$ cat src/hw/rtl/wkc_pkg.sv
// ----------------------------------------------------------------------------
// wkc_pkg
// Shared constants, types and helpers of the word keyword counter.
// ----------------------------------------------------------------------------
package wkc_pkg;

  localparam int unsigned NUM_KEYWORDS = 16;
  localparam int unsigned MAX_WORD_LEN = 8;
  localparam int unsigned COUNT_BITS   = 16;

  // Table holds at most 16 entries (4-bit index on the ports).
  localparam int unsigned TABLE_SIZE = (NUM_KEYWORDS < 16) ? NUM_KEYWORDS : 16;
  localparam int unsigned IDX_BITS   = (TABLE_SIZE > 1) ? $clog2(TABLE_SIZE) : 1;
  localparam int unsigned WORD_BITS  = 8 * MAX_WORD_LEN;

  localparam logic [COUNT_BITS-1:0] COUNT_MAX = '1;

  // Request codes
  localparam logic [1:0] REQ_LOAD = 2'd0;
  localparam logic [1:0] REQ_TEXT = 2'd1;
  localparam logic [1:0] REQ_END  = 2'd2;

  typedef struct packed {
    logic load;      // write keyword entry
    logic add_char;  // append folded character to word
    logic finish;    // latch compare result, clear word
    logic apply;     // bump the latched hit count
    logic emit;      // load next count into output register
  } ctrl_cmd_t;

  typedef struct packed {
    logic is_sep;     // current text byte ends a word
    logic out_free;   // output register can take an item
    logic dump_last;  // next emitted count is the final one
  } dp_status_t;

  // Reported counts clamp at 16 bits.
  function automatic logic [15:0] report_count(input logic [COUNT_BITS-1:0] c);
    logic [31:0] w;
    w = 32'(c);
    if (w > 32'h0000_FFFF) begin
      return 16'hFFFF;
    end
    return w[15:0];
  endfunction

endpackage

$ cat src/hw/rtl/wkc_req_if.sv
// ----------------------------------------------------------------------------
// wkc_req_if
// Request channel: keyword loads, text bytes and end-of-text marks.
// ----------------------------------------------------------------------------
interface wkc_req_if;
  logic        valid;
  logic        ready;
  logic [1:0]  req_type;
  logic [7:0]  text_byte;
  logic [3:0]  entry_index;
  logic [63:0] entry_chars;
  logic [3:0]  entry_length;

  modport source (
    output valid, req_type, text_byte, entry_index, entry_chars, entry_length,
    input  ready
  );
  modport sink (
    input  valid, req_type, text_byte, entry_index, entry_chars, entry_length,
    output ready
  );
endinterface

$ cat src/hw/rtl/wkc_cnt_if.sv
// ----------------------------------------------------------------------------
// wkc_cnt_if
// Count channel: one reported keyword count per item.
// ----------------------------------------------------------------------------
interface wkc_cnt_if;
  logic        valid;
  logic        ready;
  logic [3:0]  count_index;
  logic [15:0] match_count;
  logic        last;

  modport source (
    output valid, count_index, match_count, last,
    input  ready
  );
  modport sink (
    input  valid, count_index, match_count, last,
    output ready
  );
endinterface

$ cat src/hw/rtl/wkc_ctrl.sv
// ----------------------------------------------------------------------------
// wkc_ctrl
// Sequencer: accepts requests, steps compare/update and the count dump.
// ----------------------------------------------------------------------------
module wkc_ctrl (
  input  logic                   clk_i,
  input  logic                   rst_ni,
  input  logic                   req_valid_i,
  input  logic [1:0]             req_type_i,
  output logic                   req_ready_o,
  input  wkc_pkg::dp_status_t    status_i,
  output wkc_pkg::ctrl_cmd_t     cmd_o
);

  localparam logic [1:0] ST_IDLE       = 2'd0;
  localparam logic [1:0] ST_UPDATE     = 2'd1;
  localparam logic [1:0] ST_UPDATE_END = 2'd2;
  localparam logic [1:0] ST_DUMP       = 2'd3;

  logic [1:0] state_q, state_d;
  logic       accept;

  assign req_ready_o = (state_q == ST_IDLE);
  assign accept      = req_valid_i && req_ready_o;

  always_comb begin
    state_d = state_q;
    cmd_o   = '0;
    unique case (state_q)
      ST_IDLE: begin
        if (accept) begin
          unique case (req_type_i)
            wkc_pkg::REQ_LOAD: cmd_o.load = 1'b1;
            wkc_pkg::REQ_TEXT: begin
              if (status_i.is_sep) begin
                cmd_o.finish = 1'b1;
                state_d      = ST_UPDATE;
              end else begin
                cmd_o.add_char = 1'b1;
              end
            end
            wkc_pkg::REQ_END: begin
              cmd_o.finish = 1'b1;
              state_d      = ST_UPDATE_END;
            end
            default: ;  // unknown request, dropped
          endcase
        end
      end
      ST_UPDATE: begin
        cmd_o.apply = 1'b1;
        state_d     = ST_IDLE;
      end
      ST_UPDATE_END: begin
        cmd_o.apply = 1'b1;
        state_d     = ST_DUMP;
      end
      ST_DUMP: begin
        if (status_i.out_free) begin
          cmd_o.emit = 1'b1;
          if (status_i.dump_last) begin
            state_d = ST_IDLE;
          end
        end
      end
      default: state_d = ST_IDLE;
    endcase
  end

  always_ff @(posedge clk_i or negedge rst_ni) begin
    if (!rst_ni) begin
      state_q <= ST_IDLE;
    end else begin
      state_q <= state_d;
    end
  end

endmodule

$ cat src/hw/rtl/wkc_dp.sv
// ----------------------------------------------------------------------------
// wkc_dp
// Datapath: word builder, keyword table, parallel compare, counts, output.
// ----------------------------------------------------------------------------
module wkc_dp (
  input  logic                  clk_i,
  input  logic                  rst_ni,
  input  wkc_pkg::ctrl_cmd_t    cmd_i,
  output wkc_pkg::dp_status_t   status_o,
  input  logic [7:0]            text_byte_i,
  input  logic [3:0]            entry_index_i,
  input  logic [63:0]           entry_chars_i,
  input  logic [3:0]            entry_length_i,
  input  logic                  out_ready_i,
  output logic                  out_valid_o,
  output logic [3:0]            count_index_o,
  output logic [15:0]           match_count_o,
  output logic                  last_o
);

  // keyword table
  logic [63:0]                     kw_text_q [wkc_pkg::TABLE_SIZE];
  logic [3:0]                      kw_len_q  [wkc_pkg::TABLE_SIZE];
  logic [wkc_pkg::COUNT_BITS-1:0]  count_q   [wkc_pkg::TABLE_SIZE];

  // word under construction
  logic [wkc_pkg::WORD_BITS-1:0]   word_q, word_d;
  logic [3:0]                      wlen_q, wlen_d;
  logic                            too_long_q, too_long_d;

  // latched compare result
  logic                            hit_q;
  logic [wkc_pkg::IDX_BITS-1:0]    hit_idx_q;
  logic                            hit_any;
  logic [wkc_pkg::IDX_BITS-1:0]    hit_idx;

  logic [wkc_pkg::IDX_BITS-1:0]    dump_idx_q;

  logic                            out_valid_q;
  logic [3:0]                      out_idx_q;
  logic [15:0]                     out_cnt_q;
  logic                            out_last_q;

  logic                            alnum;
  logic                            upper;
  logic [7:0]                      folded;
  logic [63:0]                     mask;
  logic                            load_ok;
  logic [wkc_pkg::IDX_BITS-1:0]    load_idx;

  assign upper  = (text_byte_i >= 8'h41) && (text_byte_i <= 8'h5A);
  assign alnum  = ((text_byte_i >= 8'h30) && (text_byte_i <= 8'h39)) ||
                  ((text_byte_i >= 8'h61) && (text_byte_i <= 8'h7A)) || upper;
  assign folded = upper ? (text_byte_i | 8'h20) : text_byte_i;

  assign load_ok  = (5'(entry_index_i) < 5'(wkc_pkg::TABLE_SIZE));
  assign load_idx = wkc_pkg::IDX_BITS'(entry_index_i);

  // byte mask covering the current word length
  always_comb begin
    for (int k = 0; k < 8; k++) begin
      mask[8*k +: 8] = (4'(k) < wlen_q) ? 8'hFF : 8'h00;
    end
  end

  // all entries in parallel, lowest index wins
  always_comb begin
    hit_any = 1'b0;
    hit_idx = '0;
    for (int i = wkc_pkg::TABLE_SIZE - 1; i >= 0; i--) begin
      if ((wlen_q != 4'd0) && !too_long_q && (kw_len_q[i] == wlen_q) &&
          ((kw_text_q[i] & mask) == 64'(word_q))) begin
        hit_any = 1'b1;
        hit_idx = wkc_pkg::IDX_BITS'(i);
      end
    end
  end

  // word builder next state
  always_comb begin
    word_d     = word_q;
    wlen_d     = wlen_q;
    too_long_d = too_long_q;
    if (cmd_i.finish) begin
      word_d     = '0;
      wlen_d     = '0;
      too_long_d = 1'b0;
    end else if (cmd_i.add_char) begin
      if (wlen_q < 4'(wkc_pkg::MAX_WORD_LEN)) begin
        for (int k = 0; k < wkc_pkg::MAX_WORD_LEN; k++) begin
          if (wlen_q == 4'(k)) begin
            word_d[8*k +: 8] = folded;
          end
        end
        wlen_d = wlen_q + 4'd1;
      end else begin
        too_long_d = 1'b1;
      end
    end
  end

  always_ff @(posedge clk_i or negedge rst_ni) begin
    if (!rst_ni) begin
      word_q      <= '0;
      wlen_q      <= '0;
      too_long_q  <= 1'b0;
      hit_q       <= 1'b0;
      dump_idx_q  <= '0;
      out_valid_q <= 1'b0;
      for (int i = 0; i < wkc_pkg::TABLE_SIZE; i++) begin
        kw_len_q[i] <= '0;
        count_q[i]  <= '0;
      end
    end else begin
      word_q     <= word_d;
      wlen_q     <= wlen_d;
      too_long_q <= too_long_d;
      if (cmd_i.finish) begin
        hit_q <= hit_any;
      end
      if (cmd_i.load && load_ok) begin
        kw_len_q[load_idx] <= entry_length_i;
      end
      if (cmd_i.apply && hit_q && (count_q[hit_idx_q] != wkc_pkg::COUNT_MAX)) begin
        count_q[hit_idx_q] <= count_q[hit_idx_q] + wkc_pkg::COUNT_BITS'(1);
      end
      if (cmd_i.emit) begin
        count_q[dump_idx_q] <= '0;
        dump_idx_q <= status_o.dump_last ? '0 : dump_idx_q + wkc_pkg::IDX_BITS'(1);
        out_valid_q <= 1'b1;
      end else if (out_ready_i) begin
        out_valid_q <= 1'b0;
      end
    end
  end

  // payload registers, no reset
  always_ff @(posedge clk_i) begin
    if (cmd_i.load && load_ok) begin
      kw_text_q[load_idx] <= entry_chars_i;
    end
    if (cmd_i.finish) begin
      hit_idx_q <= hit_idx;
    end
    if (cmd_i.emit) begin
      out_idx_q  <= 4'(dump_idx_q);
      out_cnt_q  <= wkc_pkg::report_count(count_q[dump_idx_q]);
      out_last_q <= status_o.dump_last;
    end
  end

  assign status_o.is_sep    = !alnum;
  assign status_o.out_free  = !out_valid_q || out_ready_i;
  assign status_o.dump_last = (dump_idx_q == wkc_pkg::IDX_BITS'(wkc_pkg::TABLE_SIZE - 1));

  assign out_valid_o   = out_valid_q;
  assign count_index_o = out_idx_q;
  assign match_count_o = out_cnt_q;
  assign last_o        = out_last_q;

endmodule

$ cat src/hw/rtl/word_keyword_counter.sv
// ----------------------------------------------------------------------------
// word_keyword_counter
// Whole-word keyword frequency counter over a byte stream.
// ----------------------------------------------------------------------------
// Per request item: a keyword load, a letter or digit, or an unknown request
// is taken with ready held high. On a separator byte the finished word
// is compared against all table entries at once and the hit is registered,
// then the hit count is bumped in the next cycle. End of text does the same,
// then the counts go out one per cycle from the output register while the
// receiver takes them, TABLE_SIZE items in index order with last on the
// final one, each count cleared as it is read; requests are held off until
// the last count has been loaded into the output register. The count read
// port reads one entry a cycle. Keyword entries never written read as unused
// after reset; counts saturate at all ones and report clamped to 16 bits.
// ----------------------------------------------------------------------------
module word_keyword_counter (
  input  logic      clk_i,
  input  logic      rst_ni,
  wkc_req_if.sink   req_i,
  wkc_cnt_if.source cnt_o
);

  wkc_pkg::ctrl_cmd_t  cmd;
  wkc_pkg::dp_status_t status;

  // sequencer: owns the request handshake and the state
  wkc_ctrl u_ctrl (
    .clk_i       (clk_i),
    .rst_ni      (rst_ni),
    .req_valid_i (req_i.valid),
    .req_type_i  (req_i.req_type),
    .req_ready_o (req_i.ready),
    .status_i    (status),
    .cmd_o       (cmd)
  );

  // datapath: table, word, compare, counts and the output register
  wkc_dp u_dp (
    .clk_i          (clk_i),
    .rst_ni         (rst_ni),
    .cmd_i          (cmd),
    .status_o       (status),
    .text_byte_i    (req_i.text_byte),
    .entry_index_i  (req_i.entry_index),
    .entry_chars_i  (req_i.entry_chars),
    .entry_length_i (req_i.entry_length),
    .out_ready_i    (cnt_o.ready),
    .out_valid_o    (cnt_o.valid),
    .count_index_o  (cnt_o.count_index),
    .match_count_o  (cnt_o.match_count),
    .last_o         (cnt_o.last)
  );

`ifndef SYNTHESIS
  // a count is only loaded when the output register has room
  a_emit_room: assert property (@(posedge clk_i) disable iff (!rst_ni)
    cmd.emit |-> status.out_free)
    else $error("count loaded over an untaken item");

  // end of text always stalls requests for the count update
  a_sep_update: assert property (@(posedge clk_i) disable iff (!rst_ni)
    (req_i.valid && req_i.ready && (req_i.req_type == wkc_pkg::REQ_END))
    |=> !req_i.ready)
    else $error("end of text did not stall for the update");

  // the last mark sits on the top table entry
  a_last_index: assert property (@(posedge clk_i) disable iff (!rst_ni)
    (cnt_o.valid && cnt_o.last)
    |-> (cnt_o.count_index == 4'(wkc_pkg::TABLE_SIZE - 1)))
    else $error("last mark on wrong entry");

  // while the dump runs no request is taken
  a_dump_blocks: assert property (@(posedge clk_i) disable iff (!rst_ni)
    (cmd.emit && !status.dump_last) |=> !req_i.ready)
    else $error("request taken during count dump");
`endif

endmodule

$ cat src/flat_wrapper.sv
// flat-port wrapper written by rule: the top's interface ports become plain ports
module word_keyword_counter_flat 
  (clk_i, rst_ni, req_i_valid, req_i_req_type, req_i_text_byte, req_i_entry_index, req_i_entry_chars, req_i_entry_length, req_i_ready, cnt_o_valid, cnt_o_count_index, cnt_o_match_count, cnt_o_last, cnt_o_ready);
  wkc_req_if req_i_i ();
  wkc_cnt_if cnt_o_i ();
  input  logic clk_i;
  input  logic rst_ni;
  input wire logic [$bits(req_i_i.valid)-1:0] req_i_valid;
  input wire logic [$bits(req_i_i.req_type)-1:0] req_i_req_type;
  input wire logic [$bits(req_i_i.text_byte)-1:0] req_i_text_byte;
  input wire logic [$bits(req_i_i.entry_index)-1:0] req_i_entry_index;
  input wire logic [$bits(req_i_i.entry_chars)-1:0] req_i_entry_chars;
  input wire logic [$bits(req_i_i.entry_length)-1:0] req_i_entry_length;
  output wire logic [$bits(req_i_i.ready)-1:0] req_i_ready;
  output wire logic [$bits(cnt_o_i.valid)-1:0] cnt_o_valid;
  output wire logic [$bits(cnt_o_i.count_index)-1:0] cnt_o_count_index;
  output wire logic [$bits(cnt_o_i.match_count)-1:0] cnt_o_match_count;
  output wire logic [$bits(cnt_o_i.last)-1:0] cnt_o_last;
  input wire logic [$bits(cnt_o_i.ready)-1:0] cnt_o_ready;
  assign req_i_i.valid = req_i_valid;
  assign req_i_i.req_type = req_i_req_type;
  assign req_i_i.text_byte = req_i_text_byte;
  assign req_i_i.entry_index = req_i_entry_index;
  assign req_i_i.entry_chars = req_i_entry_chars;
  assign req_i_i.entry_length = req_i_entry_length;
  assign req_i_ready = req_i_i.ready;
  assign cnt_o_valid = cnt_o_i.valid;
  assign cnt_o_count_index = cnt_o_i.count_index;
  assign cnt_o_match_count = cnt_o_i.match_count;
  assign cnt_o_last = cnt_o_i.last;
  assign cnt_o_i.ready = cnt_o_ready;
  word_keyword_counter u_core (.clk_i(clk_i), .rst_ni(rst_ni), .req_i(req_i_i), .cnt_o(cnt_o_i));
endmodule
$ cat config.mk
export PLATFORM = sky130hd
export DESIGN_NAME = word_keyword_counter_flat
export DESIGN_NICKNAME = d
export VERILOG_FILES = /design/src/hw/rtl/wkc_pkg.sv /design/src/hw/rtl/wkc_req_if.sv /design/src/hw/rtl/wkc_cnt_if.sv /design/src/hw/rtl/wkc_ctrl.sv /design/src/hw/rtl/wkc_dp.sv /design/src/hw/rtl/word_keyword_counter.sv /design/src/flat_wrapper.sv
export SDC_FILE = /design/constraint.sdc
export NUM_CORES = 2
export LEC_CHECK = 0
export ABC_AREA = 1
export ABC_CLOCK_PERIOD_IN_PS = 6700
export BUFFER_PORTS_ARGS = -buffer_cell sky130_fd_sc_hd__buf_2
export CORE_ASPECT_RATIO = 2
export CORE_MARGIN = 3
export CORE_UTILIZATION = 64
export DETAILED_ROUTE_END_ITERATION = 12
export GPL_TIMING_DRIVEN = 1
export PLACE_DENSITY = 0.84
export REMOVE_ABC_BUFFERS = 1
export SETUP_SLACK_MARGIN = 0.5
export SLEW_MARGIN = 40
export SYNTH_ARGS = -nofsm -noshare
export SYNTH_HDL_FRONTEND = slang
export SYNTH_HIERARCHICAL = 1
export SYNTH_SLANG_ARGS = --single-unit
$ cat constraint.sdc
create_clock -name clk_i -period 6.7 [get_ports clk_i]
set_input_delay 0.67 -clock clk_i [delete_from_list [all_inputs] [get_ports clk_i]]
set_output_delay 0.67 -clock clk_i [all_outputs]
set_load 0.005 [all_outputs]
==> out/results.tsv, run 1 <==
metric	value	unit
synth-main-ff-cell	edfxtp_1	
routabilityCongestion	1.14	
grt.overflow.total	83	
cts_buffers	131	
port_buffers	108	
yosys.area.top_type	edfxtp_1	
grt_util_all_layers	0.675	
synth_top_cell_area_share	0.447	
initial_utilization	0.647	
boundaryPins	109	
postCtsSetupRepairBufs	0	
synth_warnings	6	
first-error	[ERROR GRT-0116] Global routing finished with congestion. Check the congestion regions in the DRC Viewer.	
stop_stage	global routing (5_1_grt)	
sequential_share_of_the_synthesized_area	0.588	
die-width	241	µm
post_synth.cell_area_avg	9.73	µm²
cts_sinks	1446	
ys_top_cells_by_area	edfxtp_1, dfrtp_1, nand2_1, xor2_1, o21ai_0	
synth_most_common_cell	nand2_1	
chipHeight	475	µm
synth_async_sr_flop_share	0.275	
synthCells	7241	
netlist_area	70500	µm²
largest_net_degree_at_the_start_of_global_routing	172	
outcome	did not finish	
synth-edff-count	1049	
synth.top_cells.by_count	nand2_1, edfxtp_1, o21ai_0	
clock_tree.htree_level_count	4	
clockRootBuffer	clkbuf_16	
grt_first_pass_wirelength	531	mm
synth_cell_types	69	
hpwl	234	mm
ctsLongestPathBuffers	3	
ys_seq_elements	1446	
num_rows	171	
first_global_vias	66000	
==> layer usage <==
metal  overflow  global-route usage
met1          0               0.683
met3          1               0.421
met5          0              0.0732
met2         33               0.888
met4         49               0.730
==> through the flow <==
stage	hold WS [ns]	cell area (µm²)	setup slack (ns)	cells	TNS (ns)
after CTS	0.122	77400	1.15	8760	0
after detailed placement	0.495	73100	1.19	8520	0
after global placement	0.485	72800	0.666	8512	0
after floorplan	0.374	68300	-1.88	6791	-29.72
==> kinds of logic after synthesis <==
| family | synth area share |
|---|---|
| fa+ha+maj | 0.00302 |
| simple gates | 0.169 |
| xor+xnor | 0.0640 |
| compound gates | 0.120 |
| buf+inv | 0.0559 |
| flops | 0.588 |
==> what timing repair did <==
| action | in CTS |
|---|---|
| resized for setup | 0 |
| hold endpoints to repair | 45 |
| hold buffers | 1 |
==> run 2, diff against run 1 <==
- CORE_ASPECT_RATIO: 2 -> default
- CORE_UTILIZATION: 64 -> 40
- PLACE_DENSITY: 0.84 -> default
- PLACE_DENSITY_LB_ADDON: default -> 0.15
- SETUP_SLACK_MARGIN: 0.5 -> default
==> out/results.tsv, run 2 <==
metric	value	unit
core_region_area	174000	µm²
routabilityCongestion	0.974	
p_leak	29.7	nW
synth-main-ff-cell	edfxtp_1	
worstSkewPairLatency	0.82	ns
synth_warnings	6	
first_global_vias	54000	
avgRoutedWirePerCell	32.4	µm
worst_ep_required_time	7.26	ns
slew_headroom	0.283	
worst_setup_path_start_kind	flip-flop	
largest_register_ff_count	1024	
final_max_slew_viol_count	0	
worst_ep_arrival_time	6.14	ns
combinationalPowerShare	0.457	
clock_tree.htree_level_count	4	
hpwl	198	mm
final.min_clock_period	5.58	ns
die-width	426	µm
chipHeight	426	µm
worstSetupEndpointType	flip-flop	
drive_above_1_share	0.0951	
number_of_antenna_violations_at_the_first_check_in_global_routing	24	
sequential_share_of_the_synthesized_area	0.588	
ctsLongestPathBuffers	3	
p_seq_frac	0.306	
grt_first_pass_wirelength	432	mm
route.met3.wl	35.2	mm
placement.setup.worst_slack	1.29	ns
top_regs	u_core/u_dp/kw_text_q x1024, u_core/u_dp/count_q x256	
port_buffers	108	
cts_sinks	1446	
setup-violations-final	0	
synth_top_cell_area_share	0.447	
sw_frac_of_total	0.466	
switching_power	17.7	mW
netlist_area	70500	µm²
number_of_remaining_drc_errors	0	
worst_hold_slack	0.157	ns
synthCells	7241	
rsz0062_at_grt	no	
boundaryPins	109	
ys_seq_elements	1446	
fin_ws	1.12	ns
post_dp_cell_area	73900	µm²
viasPerCell	6.08	
synth.top_cells.by_count	nand2_1, edfxtp_1, o21ai_0	
vias	59100	
tritoncts	yes	
grt.overflow.total	0	
clk_pin_slew	0.06	ns
grt_util_all_layers	0.341	
yosys.area.top_type	edfxtp_1	
cap_viol_max_count	0	
drt-met1-wl	119	mm
initial_utilization	0.404	
synth-edff-count	1049	
power.clock.fraction	0.237	
outcome	completed	
finalWirelength	315	mm
register_containing_the_most_flip_flops_in_the_final_layout	u_core/u_dp/kw_text_q	
timing_worst_setup_path_type	flip-flop to flip-flop	
vdd_ir_drop_max	0.443	mV
power_density	480	nW/µm²
fin_area	79300	µm²
clockRootBuffer	clkbuf_16	
design.die.area	181000	µm²
hold_violations	0	
type_of_the_worst_min_delay_path	input pin to flip-flop	
syn2layout_area_growth	12.5	%
synth_most_common_cell	nand2_1	
detailedRoute.firstPassIterationCount	10	
cts_buffers	164	
highest-signal-layer	met5	
ys_top_cells_by_area	edfxtp_1, dfrtp_1, nand2_1, xor2_1, o21ai_0	
post_synth.cell_area_avg	9.73	µm²
power.internal	20.3	mW
layout.cells.most_common_list	nand2_1, edfxtp_1, o21ai_0	
route.antenna.remaining_nets	0	
fillerInstances	16400	
synth_async_sr_flop_share	0.275	
synth_cell_types	69	
largest_net_degree_at_the_start_of_global_routing	175	
final_common_cell	nand2_1	
layout_worst_path_cycle_share	0.832	
path_max_fanout	43	
fin_worst_skew	0.0281	ns
detail_route.iter0.violations	8827	
final_nets	7368	
achievable-frequency	179	MHz
postCtsSetupRepairBufs	0	
util_after_layout	0.455	
detailroute.wirelength.met2	138	mm
num_rows	153	
worstMarginPinSlew	1.07	ns
-- run 2: cell counts after synthesis --
No cell type changed its count.
-- run 2: power by group through the flow --
stage / combinational (mW) / clock (mW) / sequential [mW]
after floorplan: 8.73 / 0 / 12.1
after global placement: 16.5 / 0 / 11.7
after detailed placement: 16.7 / 0 / 11.8
after CTS: 16.7 / 9.11 / 11.6
after global routing: 18.1 / 9.46 / 11.7
final: 17.4 / 9.02 / 11.6
-- run 2: area by class of cell --
type	count	area, µm²	share of cell area
clock inverter	68	667	0.00841
clock buffer	234	4660	0.0588
sequential	1446	41500	0.523
tap	2325	2910	0.0367
inverter	481	1810	0.0228
multi-input combinational	4864	25400	0.321
antenna	4	10.0	0.000126
timing repair buffer	308	2350	0.0296
-- run 2: worst paths after layout --
kind,from,end,slack (ns),depth (start not counted)
max,u_core/u_dp/wlen_q[3],u_core/u_dp/hit_idx_q[1],1.12,16
min in group asynchronous,rst_ni,u_core/u_dp/count_q[225],0.45,2
max in group asynchronous,rst_ni,u_core/u_dp/word_q[20],4.88,4
min reg2reg,u_core/u_ctrl/state_q[0],u_core/u_ctrl/state_q[0],0.50,2
max reg2reg,u_core/u_dp/wlen_q[3],u_core/u_dp/hit_idx_q[1],1.12,16
min,req_i_entry_length[1],u_core/u_dp/kw_len_q[5],0.16,3
-- run 2: metrics by stage --
stage	total power [mW]	instances	TNS (ns)
2_1_floorplan	20.8	6791	-29.72
3_3_place_gp	28.3	9416	0
3_5_place_dp	28.4	9420	0
4_1_cts	37.4	9723	0
5_1_grt	39.3	9727	0
6_report	38.0	9730	0
-- run 2: logic make-up after synthesis --
family | after synthesis | synth area share
xor+xnor | 510 | 0.0640
flops | 1446 | 0.588
fa+ha+maj | 17 | 0.00302
simple gates | 2772 | 0.169
buf+inv | 931 | 0.0559
compound gates | 1565 | 0.120
-- run 2: critical path, stage by stage (launching register included) --
cell and delay [ns]:
dfrtp_4 0.51, nor2_4 0.60, nand2_4 0.58, buf_12 0.42
inv_1 0.43, nor2_1 0.14, nand2_1 0.20, nand4_1 0.31
nor4_2 0.63, nand4_1 0.17, nor2_1 0.51, nand2_1 0.13
and2_1 0.19, a21oi_1 0.15, nor2_1 0.07, nor2_1 0.09
nor2_1 0.06
-- run 2: metal layers --
metal,track usage,vias to the layer above
li1,-,25100
met1,0.448,29000
met2,0.518,4082
met3,0.0724,921
met4,0.208,8
met5,0,-
-- run 2: what timing repair did --
| item | 4_1_cts | 5_1_grt |
|---|---|---|
| gates resized for setup | 0 | 0 |
| hold buffers | 1 | 0 |
| hold endpoints to repair | 65 | 0 |
Note: power is estimated with default switching activity, not from simulation.
